--- src/rtl/core/vn_pkg.sv ---
// ----------------------------------------------------------------------------
// vn_pkg
// shared types and constants for the 4d vector normalizer
// ----------------------------------------------------------------------------
package vn_pkg;

    localparam int COMP_WIDTH    = 16;
    localparam int UNIT_WIDTH    = 16;
    localparam int LANES         = 4;
    localparam int FRAC_SHIFT    = 32;
    localparam int Q_WIDTH       = 17;
    localparam int SEARCH_STAGES = Q_WIDTH;
    localparam int FRONT_STAGES  = 3;
    localparam int LATENCY       = FRONT_STAGES + SEARCH_STAGES + 1;
    localparam int SQ_WIDTH      = 2 * COMP_WIDTH;
    localparam int SUM_WIDTH     = SQ_WIDTH + 2;
    localparam int RES_WIDTH     = SQ_WIDTH + FRAC_SHIFT + 6;

    localparam logic [UNIT_WIDTH-1:0] UNIT_MAX = {1'b0, {(UNIT_WIDTH-1){1'b1}}};

    typedef struct packed {
        logic signed [COMP_WIDTH-1:0] comp_x;
        logic signed [COMP_WIDTH-1:0] comp_y;
        logic signed [COMP_WIDTH-1:0] comp_z;
        logic signed [COMP_WIDTH-1:0] comp_w;
    } vec_in_t;

    typedef struct packed {
        logic signed [UNIT_WIDTH-1:0] unit_x;
        logic signed [UNIT_WIDTH-1:0] unit_y;
        logic signed [UNIT_WIDTH-1:0] unit_z;
        logic signed [UNIT_WIDTH-1:0] unit_w;
        logic                         zero_length;
    } vec_out_t;

endpackage

--- src/rtl/core/vn_sumsq.sv ---
// ----------------------------------------------------------------------------
// vn_sumsq
// magnitudes, squares and squared length, three register stages
// ----------------------------------------------------------------------------
module vn_sumsq (
    input  logic                                   clk,
    input  vn_pkg::vec_in_t                        operand,
    output logic [vn_pkg::SQ_WIDTH-1:0]            sq   [vn_pkg::LANES],
    output logic [vn_pkg::SUM_WIDTH-1:0]           sum,
    output logic [vn_pkg::LANES-1:0]               neg
);

    logic [vn_pkg::COMP_WIDTH-1:0] raw      [vn_pkg::LANES];
    logic [vn_pkg::COMP_WIDTH-1:0] mag_reg  [vn_pkg::LANES];
    logic [vn_pkg::SQ_WIDTH-1:0]   sq1_reg  [vn_pkg::LANES];
    logic [vn_pkg::SQ_WIDTH-1:0]   sq2_reg  [vn_pkg::LANES];
    logic [vn_pkg::SUM_WIDTH-1:0]  sum_reg;
    logic [vn_pkg::LANES-1:0]      neg1_reg;
    logic [vn_pkg::LANES-1:0]      neg2_reg;
    logic [vn_pkg::LANES-1:0]      neg3_reg;

    assign raw[0] = operand.comp_x;
    assign raw[1] = operand.comp_y;
    assign raw[2] = operand.comp_z;
    assign raw[3] = operand.comp_w;

    always_ff @(posedge clk)
    begin
        for (int i = 0; i < vn_pkg::LANES; i++)
        begin
            neg1_reg[i] <= raw[i][vn_pkg::COMP_WIDTH-1];
            mag_reg[i]  <= raw[i][vn_pkg::COMP_WIDTH-1] ? (~raw[i] + 1'b1) : raw[i];
            sq1_reg[i]  <= vn_pkg::SQ_WIDTH'(mag_reg[i]) * vn_pkg::SQ_WIDTH'(mag_reg[i]);
            sq2_reg[i]  <= sq1_reg[i];
        end
        neg2_reg <= neg1_reg;
        neg3_reg <= neg2_reg;
        sum_reg  <= vn_pkg::SUM_WIDTH'(sq1_reg[0]) + vn_pkg::SUM_WIDTH'(sq1_reg[1])
                  + vn_pkg::SUM_WIDTH'(sq1_reg[2]) + vn_pkg::SUM_WIDTH'(sq1_reg[3]);
    end

    assign sq  = sq2_reg;
    assign sum = sum_reg;
    assign neg = neg3_reg;

endmodule

--- config.mk ---
export PLATFORM = sky130hd
export DESIGN_NAME = vn_sumsq
export DESIGN_NICKNAME = d
export VERILOG_FILES = /design/src/rtl/core/vn_pkg.sv /design/src/rtl/core/vn_sumsq.sv
export SDC_FILE = /design/constraint.sdc
export NUM_CORES = 2
export LEC_CHECK = 0
export ABC_AREA = 1
export BUFFER_PORTS_ARGS = -buffer_cell sky130_fd_sc_hd__buf_2
export CORE_ASPECT_RATIO = 0.8
export CORE_MARGIN = 4
export CORE_UTILIZATION = 66
export CTS_CLUSTER_SIZE = 8
export DETAILED_ROUTE_END_ITERATION = 10
export GPL_ROUTABILITY_DRIVEN = 0
export GPL_TIMING_DRIVEN = 0
export PLACE_DENSITY_LB_ADDON = 0.08
export SYNTH_ARGS = -nofsm -noshare
export SYNTH_HDL_FRONTEND = slang
export SYNTH_SLANG_ARGS = --single-unit
--- constraint.sdc ---
create_clock -name clk -period 9.7 [get_ports clk]
set_input_delay 0.97 -clock clk [delete_from_list [all_inputs] [get_ports clk]]
set_output_delay 0.97 -clock clk [all_outputs]
set_load 0.02 [all_outputs]
# == After elaboration in Yosys (flattened, before gate mapping) ==
# Memories as Yosys holds them, arrays and structs flattened.
# Cells that the tools add are included.
# word_totals
mem_bits_rw,192
elab_cells,29
ff_bits,174
n_memories,2
output_inout_bits,166
# classes
add_sub_neg,7
mux,4
mul,4
bitwise,4
# mem_list
name,words,word_bits,read_ports,rd_ports_with_merged_regs,write_ports,line_no,text
sq1_reg,4,32,4,0,4,vn_sumsq.sv:15,logic [vn_pkg::SQ_WIDTH-1:0] sq1_reg [vn_pkg::LANES];
mag_reg,4,16,4,0,4,vn_sumsq.sv:14,logic [vn_pkg::COMP_WIDTH-1:0] mag_reg [vn_pkg::LANES];
# ops
operator,n
$mul 16x16->32,4
$add 16x1->16 const B,4
$mux 16,4
$not 16->16,4
$add 33x32->34,1
$add 34x32->34,1
$add 32x32->33,1

# == Depth between registers and ports, before layout ==
# depth
word_depth,3
depth_mapped,27

# == Least setup slack after synthesis ==
# OpenSTA, ideal clock, no wires.
# synth_path
path_kind,register to register
start,memory mag_reg[0][2] (netlist bit)
end,memory sq1_reg[0][31] (netlist bit)
synth_period_minus_slack_ns,5.236
arrival_ns,5.124
stages_incl_launch_ff,22
path_slack_ns,4.464
setup_time_ns,0.112
path_buffers,2
path_cell_list,dfxtp_1 -> clkbuf_1 -> clkbuf_1 -> nand2_1 -> fa_1 -> fa_1 -> inv_1 -> fa_1 -> fa_1 -> fa_1 -> inv_1 -> fa_1 -> inv_1 -> ha_1 -> nand2_1 -> inv_1 -> a21oi_1 -> nand3_2 -> nand2_1 -> nand2_1 -> nand2_1 -> nand2_1
# synth_rtl
item,line_no
start: declaration,vn_sumsq.sv:14
end: declaration,vn_sumsq.sv:15

==> results.py <==
metrics = {
    "run_status": {
        "status": "finished clean",
    },
    "placed_design": {
        "hpwlAfterDp_um": 98000,
        "dpl.cell_count": 6741,
        "pre_cts_slack_ps": 3430,
        "numPortBuffers": 226,
    },
    "cts": {
        "cts-root-buf": "clkbuf_16",
        "htreeDepth": 2,
        "cts.sinks": 358,
        "cts_made_buffers": 52,
        "cts_hold_buf": 0,
        "cts_resized": 0,
        "insertion_delay_ps": 610,
        "postCtsSetupBuffers": 0,
        "clk_pin_slew_ps": 50,
        "tritoncts": "done",
        "cts_buffer_depth": 3,
    },
    "drt": {
        "wl_met3_um": 13600,
        "drc_errors": 0,
        "wl_met1_um": 49300,
        "ant_nets": 0,
        "wl_met2_um": 48400,
        "drt_iter0_drc": 3123,
        "routed.top_layer": "met5",
        "firstDrtPassIters": 8,
        "drt_wl_total_um": 116000,
        "via_per_inst": 5.20,
        "num_vias": 35384,
        "wl_per_cell_um": 17.0,
    },
    "sta": {
        "worst_slack_ps": 3340,
        "rsz0062_at_grt": "false",
        "setup_viol": 0,
        "timing.final.max_slew_violations": 0,
        "finalHoldViolCount": 0,
        "setup_tns_ps": 0,
        "fin_crit_sh_pct": 65.5,
        "fmax_mhz": 157,
        "finClkSkew_ps": 13.7,
        "timing.final.crit_period_ps": 6360,
        "hold-worst-slack_ps": 322,
        "worstMarginPinSlew_ps": 738,
        "relSlewSlack_pct": 50.8,
    },
    "setup_path": {
        "arrival_ps": 6840,
        "worst-path-max-fanout": 10,
        "r2r_cells": 21,
        "startpoint": "mag_reg[0][11]$_DFF_P_",
        "crit_path_end": "sq1_reg[0][27]$_DFF_P_",
        "r2r-end": "sq1_reg[0][27]$_DFF_P_",
        "critical_path_class": "reg -> reg",
        "cp-end-kind": "flip-flop",
        "r2r_slack_ps": 3340,
        "cp_data_required_time_ps": 10190,
        "r2r_start": "mag_reg[0][11]$_DFF_P_",
        "worstSetupStartpointType": "flip-flop",
    },
    "floorplanning": {
        "initial_core_util_pct": 67.1,
        "rows": 84,
        "dieWidth_um": 298,
        "core_mm2": 0.0662,
        "io_pins": 231,
        "die_y_um": 240,
        "dieArea_mm2": 0.0715,
    },
    "synthesis": {
        "synth_largest_area_cell": "fa_1",
        "synth_area_mm2": 0.0444,
        "synthTopCellsByArea": "fa_1 (32%), dfxtp_1 (16%), inv_1 (14%)",
        "postSynthAreaPerCell_um2": 7.86,
        "ys_warn_count": 0,
        "synth_top_area_share_pct": 32.0,
        "synth-seq-cells": 358,
        "synthDistinctLibCells": 37,
        "synth_cells": 5650,
        "synth_seq_area_share_pct": 16.1,
    },
    "finish": {
        "final.fill_count": 5317,
        "multi_input_area_mm2": 0.0306,
        "finalNonFillerCells": 6803,
        "ff_latch_area_mm2": 0.00717,
        "drive_gt1_share_pct": 6.97,
        "final_nets": 7152,
        "diodes": 0,
        "area_delta_synth_final_pct": 8.19,
    },
    "grt": {
        "gr-total-overflow": 0,
        "grt_pass1_wl_um": 186000,
        "grt_pass1_vias": 35544,
        "antenna_found_initial": 9,
        "grt_max_degree": 14,
        "grt_usage_pct": 33.3,
    },
    "hold_path": {
        "hp-class": "reg -> reg",
    },
    "run": {
        "cap_violations": 0,
    },
}
cell usage in the layout (no fill, tap or decap), types with 31 or more instances in the layout:
master	Yosys	layout
nand2_1	1462	1462
nand2_2	44	44
xor2_1	148	148
a21oi_1	108	108
buf_2	3	229
fa_1	710	710
inv_1	1642	1642
clkbuf_16	0	53
clkbuf_1	119	122
dfxtp_1	358	358
ha_1	442	442
nand3_1	150	150
nor2_1	223	223
nand4_1	31	31
metrics by stage:
stage | area [um^2] | util [%]
final | 48000 | 72.6
after global routing | 48000 | 72.6
after CTS | 48000 | 72.6
after detailed placement | 46600 | 70.4
after global placement | 46600 | 70.4
after floorplan | 44400 | -
worst max-delay path: stages (launching register included):
cell and delay [ps]:
dfxtp_1 300, clkbuf_1 460, clkbuf_1 600, nand2_1 230, fa_1 550, fa_1 550, inv_1 50, fa_1 490
fa_1 500, fa_1 480, inv_1 50, fa_1 510, inv_1 60, ha_1 330, nand2_1 160, inv_1 70
a21oi_1 310, o21ai_0 150, nand2_1 140, nand3_1 90, nand2_1 70, nand2_1 80
how the worst min path moves through the flow:
stage,slack (ps),from,endpoint,depth (start not counted)
6_report,320,neg2_reg[3]$_DFF_P_,neg[3]$_DFF_P_,0
5_1_grt,330,neg1_reg[0]$_DFF_P_,neg2_reg[0]$_DFF_P_,0
4_1_cts,320,neg2_reg[2]$_DFF_P_,neg[2]$_DFF_P_,0
3_5_place_dp,310,neg2_reg[2]$_DFF_P_,neg[2]$_DFF_P_,0
3_3_place_gp,310,neg2_reg[3]$_DFF_P_,neg[3]$_DFF_P_,0
2_1_floorplan,310,neg1_reg[0]$_DFF_P_,neg2_reg[0]$_DFF_P_,0
kinds of logic (layout without fill, tap and decap cells):
group                    Yosys count  in the layout  synth area share [%]
XOR/XNOR                         167            167                  3.29
AO/OA/AOI/OAI                    180            180                  2.32
AND/OR/NAND/NOR                 2013           2013                  18.7
other                              2              7                0.0169
adder cells (fa/ha/maj)         1152           1152                  44.5
buffers and inverters           1778           2066                  15.1
flip-flops                       358            358                  16.1
per-layer routing:
metal | vias to the layer above | track usage [%]
met5 | - | 0
met4 | 6 | 11.0
met3 | 247 | 8.52
met2 | 1518 | 49.7
met1 | 16824 | 47.9
li1 | 16789 | -
final cells by class:
cell class / instances / share of cell area, %
multi-input combinational: 3519 / 63.6
sequential: 358 / 14.9
inverter: 1650 / 12.9
clock buffer: 59 / 2.87
timing repair buffer: 226 / 2.35
tap: 860 / 2.24
buffer: 128 / 1.04
clock inverter: 3 / 0.0703
cell usage after synthesis, drive strengths merged:
library cell and number:
xor2 148, conb 2, buf 8, nor4 4, a21o 1, a31o 4
nor3b 1, a31oi 5, nand4 31, nand3 167, nor2 239, clkinv 1
ha 442, inv 1649, clkbuf 120, nor3 41, and2 6, o21bai 29
o211ai 3, a21oi 115, nand3b 8, fa 710, or2 10, dfxtp 358
xnor2 19, o21ai 23, nand2 1506
Power is left out: the tool's default activity adds up to more than one toggle a clock period on the data nets, which glitch-free logic cannot reach.
