**src/rtl/core/vn_pkg.sv**
```systemverilog
// ----------------------------------------------------------------------------
// vn_pkg
// shared types and constants for the 4d vector normalizer
// ----------------------------------------------------------------------------
package vn_pkg;

    localparam int COMP_WIDTH    = 16;
    localparam int UNIT_WIDTH    = 16;
    localparam int LANES         = 4;
    localparam int FRAC_SHIFT    = 32;
    localparam int Q_WIDTH       = 17;
    localparam int SEARCH_STAGES = Q_WIDTH;
    localparam int FRONT_STAGES  = 3;
    localparam int LATENCY       = FRONT_STAGES + SEARCH_STAGES + 1;
    localparam int SQ_WIDTH      = 2 * COMP_WIDTH;
    localparam int SUM_WIDTH     = SQ_WIDTH + 2;
    localparam int RES_WIDTH     = SQ_WIDTH + FRAC_SHIFT + 6;

    localparam logic [UNIT_WIDTH-1:0] UNIT_MAX = {1'b0, {(UNIT_WIDTH-1){1'b1}}};

    typedef struct packed {
        logic signed [COMP_WIDTH-1:0] comp_x;
        logic signed [COMP_WIDTH-1:0] comp_y;
        logic signed [COMP_WIDTH-1:0] comp_z;
        logic signed [COMP_WIDTH-1:0] comp_w;
    } vec_in_t;

    typedef struct packed {
        logic signed [UNIT_WIDTH-1:0] unit_x;
        logic signed [UNIT_WIDTH-1:0] unit_y;
        logic signed [UNIT_WIDTH-1:0] unit_z;
        logic signed [UNIT_WIDTH-1:0] unit_w;
        logic                         zero_length;
    } vec_out_t;

endpackage

```
**src/rtl/core/vn_merge.sv**
```systemverilog
// ----------------------------------------------------------------------------
// vn_merge
// rounds lane results, applies sign, saturation and zero vector rule
// ----------------------------------------------------------------------------
module vn_merge (
    input  logic                          clk,
    input  logic [vn_pkg::Q_WIDTH-1:0]    q    [vn_pkg::LANES],
    input  logic [vn_pkg::LANES-1:0]      neg,
    input  logic                          zero,
    output vn_pkg::vec_out_t              result
);

    logic [vn_pkg::Q_WIDTH-1:0]    n    [vn_pkg::LANES];
    logic [vn_pkg::UNIT_WIDTH-1:0] unit [vn_pkg::LANES];
    vn_pkg::vec_out_t              result_reg;

    always_comb
    begin
        for (int i = 0; i < vn_pkg::LANES; i++)
        begin
            n[i] = vn_pkg::Q_WIDTH'((vn_pkg::Q_WIDTH + 1)'(q[i]) + 1'b1 >> 1);
            if (zero)
                unit[i] = '0;
            else if (neg[i])
                unit[i] = ~n[i][vn_pkg::UNIT_WIDTH-1:0] + 1'b1;
            else if (n[i] > vn_pkg::Q_WIDTH'(vn_pkg::UNIT_MAX))
                unit[i] = vn_pkg::UNIT_MAX;
            else
                unit[i] = n[i][vn_pkg::UNIT_WIDTH-1:0];
        end
    end

    always_ff @(posedge clk)
    begin
        result_reg.unit_x      <= unit[0];
        result_reg.unit_y      <= unit[1];
        result_reg.unit_z      <= unit[2];
        result_reg.unit_w      <= unit[3];
        result_reg.zero_length <= zero;
    end

    assign result = result_reg;

endmodule

```
**config.mk**
```make
export PLATFORM = sky130hd
export DESIGN_NAME = vn_merge
export DESIGN_NICKNAME = d
export VERILOG_FILES = /design/src/rtl/core/vn_pkg.sv /design/src/rtl/core/vn_merge.sv
export SDC_FILE = /design/constraint.sdc
export NUM_CORES = 1
export LEC_CHECK = 0
export ABC_AREA = 1
export BUFFER_PORTS_ARGS = -buffer_cell sky130_fd_sc_hd__buf_2
export CAP_MARGIN = 20
export CORE_MARGIN = 3
export CORE_UTILIZATION = 45
export CTS_CLUSTER_DIAMETER = 200
export CTS_CLUSTER_SIZE = 30
export DETAILED_ROUTE_END_ITERATION = 7
export PLACE_DENSITY = 0.75
export SLEW_MARGIN = 30
export SYNTH_ARGS = -nofsm -noshare
export SYNTH_HDL_FRONTEND = slang
export SYNTH_SLANG_ARGS = --single-unit
```
**constraint.sdc**
```tcl
create_clock -name clk -period 2.65 [get_ports clk]
set_input_delay 0.53 -clock clk [delete_from_list [all_inputs] [get_ports clk]]
set_output_delay 0.53 -clock clk [all_outputs]
set_load 0.05 [all_outputs]
```
* Word level (Yosys, flattened, before mapping)
Cells that the tools add are included.
Word-level totals: word-level logic and storage cells 29, flip-flop bits (word level) 65
Operators by class: add/sub/neg operators 8, mux-type cells 8, bitwise gates (word level) 4, $lt $le $gt $ge 4
Operators with widths (number):
- 16-bit 2-to-1 mux | 8
- 17-bit by 1-bit adder with 18-bit output, second input constant | 4
- 17-bit by 15-bit > comparator with 1-bit output, second input constant | 4
- 16-bit by 1-bit adder with 16-bit output, second input constant | 4
- 16-bit inverter | 4

* Logic depth before layout (Yosys ltp)
Gate-level depths: netlist of run 1.
depth after elaboration 4, mapped depth 16, gate-level depth less buffers 16

* Least setup slack after synthesis of run 1
OpenSTA, ideal clock, no wires.
kind input -> register, from input q[34] (netlist name), to register result_reg (netlist bit result[42]), stages on the path 14, buffers on the path 1, data arrival time 1.937 ns, setup slack 0.586 ns, required time 2.522 ns, cell sequence ha_1 > nand3_1 > inv_1 > nand2_2 > nor2_1 > xor2_1 > inv_1 > nor2_2 > inv_1 > nor2_1 > nor2_2 > buf_6 > nor2_1 > nor2_1
On the way: cells in the longest elaborated chain, start to end 4, elaborated cells on any way between the ends 6, those cells by class add/sub (2); order compare (1); mux (2); bitwise (1)
RTL lines:
- start, declared | RTL line vn_merge.sv:7 | input logic [vn_pkg::Q_WIDTH-1:0] q [vn_pkg::LANES],
- 17-bit by 1-bit adder with 18-bit output * | RTL line vn_merge.sv:21 | n[i] = vn_pkg::Q_WIDTH'((vn_pkg::Q_WIDTH + 1)'(q[i]) + 1'b1 >> 1);
- 17-bit by 15-bit > comparator with 1-bit output or 16-bit inverter (tied branches) | RTL line vn_merge.sv:26, vn_merge.sv:25
- 16-bit 2-to-1 mux or 16-bit by 1-bit adder with 16-bit output (tied branches) | RTL line vn_merge.sv:26, vn_merge.sv:25
- 16-bit 2-to-1 mux * | RTL line vn_merge.sv:24 | else if (neg[i])
- end, declared | RTL line vn_merge.sv:15 | vn_pkg::vec_out_t result_reg;
Every way passes the cells marked *; elsewhere a longest branch is shown, timed or not. A chain may end at the register's enable or synchronous reset.

* Worst setup path after layout of run 1
from input q[34] (netlist name), to register result_reg (netlist bit result[46])
The elaborated chain is that of the path after synthesis.

==> results of run 1 <==
tightest hold or removal path, stage by stage:
cell	delay, ns
buf_2	0.18
nand2_1	0.09
a21oi_1	0.03
per-layer routing:
layer	vias up	GRT usage	wire (um)
li1	3712	-	-
met4	0	0.0637	221
met1	3044	0.284	7470
met3	16	0.0230	764
met2	159	0.366	7640
met5	-	0	0
synth_stat cells:
cell      instances
xor2_1           34
buf_2             1
nor2_4           13
nor3_2            2
nand2_4           2
o21ai_0          30
and3_1            1
inv_2             3
nand3_4           1
a21oi_2           1
a21oi_1          32
nor2_2           12
nand2_2          12
nor2_1          189
xnor2_1           8
nand3b_1          4
nand3_1          92
buf_1             3
inv_1           145
buf_6             1
clkbuf_1         10
ha_1             12
xor2_2            1
o21ai_1           4
dfxtp_1          65
nor2_8            1
a31oi_1           1
nand2_1         368
o21bai_1          4
nand4_1          35
nor3_1           15
layout by cell type (no fill, tap or decap), types with 3 or more instances in the layout:
master | synthesis | routed
a21oi_1 | 32 | 32
buf_2 | 1 | 138
buf_4 | 0 | 3
clkbuf_16 | 0 | 9
dfxtp_1 | 65 | 65
ha_1 | 12 | 12
inv_1 | 145 | 145
inv_2 | 3 | 3
nand2_1 | 368 | 368
nand2_2 | 12 | 12
nand3_1 | 92 | 92
nand3b_1 | 4 | 4
nand4_1 | 35 | 35
nor2_1 | 189 | 189
nor2_2 | 12 | 12
nor2_4 | 13 | 13
nor3_1 | 15 | 15
o21ai_0 | 30 | 30
o21ai_1 | 4 | 4
o21bai_1 | 4 | 4
xnor2_1 | 8 | 8
xor2_1 | 34 | 34
path summary, 6_finish.rpt:
check                 startpoint         end  slack, ns  cells after the start
worst max-delay path       q[34]  result[46]       0.48                     14
worst min-delay path      neg[3]  result[16]       0.55                      3
power by group:
part	leakage, uW	total (uW)	internal (uW)	switching (uW)
clock	0.000138	1100	642	455
sequential	0.000544	1080	1060	22.9
combinational	0.00332	1050	280	767
layout make-up:
type / count / area, um2
clock buffer: 9 / 225
clock inverter: 7 / 55.1
fill: 1412 / 5690
inverter: 148 / 556
multi-input combinational: 874 / 4170
sequential: 65 / 1300
tap: 172 / 215
timing repair buffer: 141 / 713
cells by family (layout without fill, tap and decap cells):
group,after synthesis,after routing,synth area share
simple gates,747,747,0.535
buf+inv,163,305,0.102
compound gates,72,72,0.0616
flops,65,65,0.214
xor+xnor,43,43,0.0631
fa+ha+maj,12,12,0.0247
stage by stage:
stage	utilization	area (um2)
floorplan	-	6090
global placement	0.538	6950
detailed placement	0.538	6950
CTS	0.560	7230
global route	0.560	7230
finish	0.560	7230
==> results.toml, run 1 <==
[outcome]
outcome = "completed"

[cts]
clk_pin_slew_ns = 0.06
cts-root-buf = "clkbuf_16"
h-tree-depth = 3
tritoncts = "built"
cts_max_path_buffers = 2
cts_setup_buffers = 0
cts_buffers = 9
cts.sink_count = 65
cts_resized = 0
ctsHoldBuffers = 0

[logic_synthesis]
yosys.area.top_type = "nand2_1"
synthesis.area_um2 = 6090
yosysTopAreaCellShare = 0.227
syn_nets = 1188
synth_cell_type_count = 31
synthTopCellsByArea = "nand2_1 23%, dfxtp_1 21%, nor2_1 12%"
ys_seq_area_frac = 0.214
syn_avg_cell_area_um2 = 5.53
synth-seq-cells = 65
yosysWarnings = 0
synth_cells = 1102

[worst_setup_path]
worstSetupEndpointType = "flip-flop"
crit_path_start_kind = "input port"
arrival_ns = 2.43
path_cells = "buf_2 -> ha_1 -> nand3_1 -> nor2_1 -> nand4_1 -> nand2_1 -> inv_1 -> nor2_1 -> nand3_1 -> nor2_1 -> nor2_1 -> nor2_2 -> nor2_1 -> nor2_1"
slowest_delay_ns = 0.40
cp_top_family = "simple AND/OR/NAND/NOR gates"
critPathBufInv = 2
cpMostUsedCell = "nor2_1"
cpMaxStageDelayCell = "nor2_2"
crit_fanout = 12
crit_required_ns = 2.91
critical_path_class = "input port to flip-flop"

[placement]
hpwlAfterDp_um = 13200
io_buffers = 138
place_congestion = 0.961
dpl_worst_slack_ns = 0.166
dp_cells = 1400

[layout]
areaGrowthSynthToFinish_pct = 18.8
largest_reg_flops = 65
n_antenna_cell = 0
final_cells = 1416
finalNetCount = 1325
final_layout_size_suffix_gt1_frac = 0.165

[timing]
drv_slew = 0
hold-worst-slack_ns = 0.547
min_period_ns = 2.17
hold_viol_final = 0
tightest_slew_ns = 0.511
fin_ws_ns = 0.483
setup_tns_ns = 0
setup_viol = 0
min_period_over_period = 0.818
timing.fmax_ghz = 0.462
timing.slew.headroom = 0.659
rsz0062_at_grt = "no"

[global_routing]
grt_max_degree = 43
grtUsageTotal = 0.214
grt_pass1_vias = 5947
antenna_found_initial = 0
grt_pass1_wl_um = 26700
overflow = 0

[worst_hold_path]
min_path_type = "input port to flip-flop"

[routing]
vias = 6931
drt_pre_antenna_iters = 5
via_per_inst = 4.89
antenna_left = 0
wirelength_um = 16100
wl_per_cell_um = 11.4
drt_iter0_drc = 394
drc = 0

[power_and_ir_drop]
power_uw = 3230
p_per_area_nw_per_um2 = 446
p_leak_uw = 0.00400
peakVddDrop_mv = 0.347

[floorplanning]
die_w_um = 122
dieHeight_um = 122
pin_count = 139
initial_core_util = 0.471
die_area_um2 = 15000
num_rows = 41
core_area_um2 = 12900

[run]
cap_violations = 0
Note: power is estimated with default switching activity, not from simulation.
==> run 2: changes to the inputs <==
- PLACE_DENSITY: 0.75 -> 0.78
- clock period: 2.65 -> 1.83 ns (I/O delays scaled with it)
==> run 2 against run 1 <==
  * Largest cell class unchanged
  * Core utilization rose by 19 points
  * Wire length increased by 36%
  * Final cell count grew 15%
  * Highest routed layer unchanged
  * Power increased by 72%
  * Cell area rose by 34%
  * Sequential cell count stayed put
  * Non-clock buffer count increased by 210
  * Sequential share of layout area is 4.6 points lower
  * The flow now finishes with violations (setup timing)
  * Global-route usage increased by 4.0 points
==> results.toml, run 2 (synthesized netlist as in run 1, its figures left out) <==
[layout]
final_core_util = 0.751
n_antenna_cell = 0
final_cell_mix = "304 x nand2_1, 210 x buf_4, 140 x nor2_1"
areaGrowthSynthToFinish_pct = 59.4
multi_input_area_um2 = 4930
fillers = 972
largest_reg_flops = 65
final_layout_size_suffix_gt1_frac = 0.409
seqCellArea_um2 = 1300
finalNetCount = 1535
final_common_cell = "nand2_1"

[worst_setup_path]
path_cells = "buf_8 -> ha_4 -> nand2_4 -> nor2_4 -> nand3b_1 -> nand2_2 -> nand3_1 -> nor2_2 -> nand3_2 -> nand2_2 -> inv_2 -> nor2_4 -> nor2_1 -> nor2_1"
cp-startpoint = "q[52]"
crit_path_start_kind = "input port"
critical_path_class = "input port to flip-flop"
crit_cells = 14
worstSetupEndpointType = "flip-flop"
slowest_delay_ns = 0.25
crit_fanout = 8
cp_top_family = "simple AND/OR/NAND/NOR gates"
arrival_ns = 2.18
crit_required_ns = 2.10
cpMaxStageDelayCell = "nor2_4"
critPathBufInv = 2
crit_end = "result[53]"

[power_and_ir_drop]
p_leak_uw = 0.00517
peakVddDrop_mv = 0.477
p_per_area_nw_per_um2 = 571

[cts]
ctsHoldBuffers = 0
tritoncts = "built"
cts.sink_count = 65
cts_buffers = 9
clk_pin_slew_ns = 0.06
h-tree-depth = 3
cts-root-buf = "clkbuf_16"
cts_max_path_buffers = 2

[timing]
timing.fmax_ghz = 0.525
rsz0062_at_grt = "yes"
hold_viol_final = 0
setup_viol = 22
min_period_over_period = 1.04
min_period_ns = 1.91
hold-worst-slack_ns = 0.336
tightest_slew_ns = 0.514
timing.slew.headroom = 0.657
drv_slew = 0
fin_ws_ns = -0.0757
setup_tns_ns = -0.892

[floorplanning]
core_area_um2 = 12900
num_rows = 41
die_area_um2 = 15000
die_w_um = 122
pin_count = 139
dieHeight_um = 122
initial_core_util = 0.471

[routing]
drt_iter0_drc = 794
via_per_inst = 5.16
drc = 0
wl_per_cell_um = 13.4
wirelength_um = 21800
vias = 8388
drt_pre_antenna_iters = 5
antenna_left = 0

[global_routing]
grt_pass1_wl_um = 31500
grt_max_degree = 27
overflow = 0
grt_pass1_vias = 7201
antenna_found_initial = 0
grtUsageTotal = 0.254

[outcome]
violations = "setup timing"
outcome = "finished with violations"

[worst_hold_path]
min_path_type = "input port to flip-flop"
hp-start = "neg[1]"

[placement]
hpwlAfterDp_um = 15200
place_congestion = 0.937
io_buffers = 138

[run]
cap_violations = 0
-- run 2: cell count changes in the layout (fill, tap and decap cells not counted), sizes merged --
cell / previous run / this run
clkbuf: 9 / 12
buf: 141 / 348
clkinvlp: 1 / 0
clkinv: 4 / 3
bufinv: 0 / 2
-- run 2: final cells by class --
class                   instances  share of cell area
inverters                     148              0.0577
well taps                     172              0.0222
flip-flops and latches         65               0.134
repair buffers                351               0.244
multi-input cells             874               0.508
clock inverters                 7              0.0106
clock buffers                   9              0.0232
-- run 2: layer usage --
layer / part of all wire / vias up / routed length [um] / track usage
met5: 0 / - / 0 / 0
met2: 0.51 / 355 / 11000 / 0.447
li1: - / 4143 / - / -
met4: 0.033 / 0 / 722 / 0.100
met1: 0.40 / 3825 / 8730 / 0.312
met3: 0.060 / 65 / 1310 / 0.0359
-- run 2: worst min-delay path by stage --
stage	depth (start not counted)	slack, ns	endpoint
after floorplan	0	0.39	result[0]
after global placement	3	0.67	result[48]
after detailed placement	3	0.67	result[48]
after CTS	3	0.32	result[48]
after global routing	3	0.35	result[48]
final	3	0.34	result[48]
-- run 2: tightest hold or removal path, stage by stage --
cell,delay (ns)
buf_2,0.15
nand2_1,0.08
nor2_1,0.03
-- run 2: per-stage QoR --
step                      worst slack, ns  area, um2  power (uW)  instances
after floorplan                   0.00365       6150        2710       1102
after global placement             -0.369       8440        3410       1589
after detailed placement           -0.390       8440        3440       1589
after CTS                         0.00242       8810        5350       1606
after global routing               -0.169       9710        5800       1626
final                             -0.0757       9710        5540       1626
-- run 2: where the power goes --
| part | switching [uW] | total [uW] | internal [uW] |
|---|---|---|---|
| clock network | 681 | 1890 | 1210 |
| logic | 1330 | 2080 | 748 |
| registers | 34.4 | 1570 | 1530 |
| total | 2050 | 5540 | 3490 |
-- run 2: what timing repair did --
item,4_1_cts,5_1_grt
cloned,0,1
endpoints found under the setup margin,23,63
gates resized for setup,9,213
buffers inserted,1,19
pin swaps,4,85
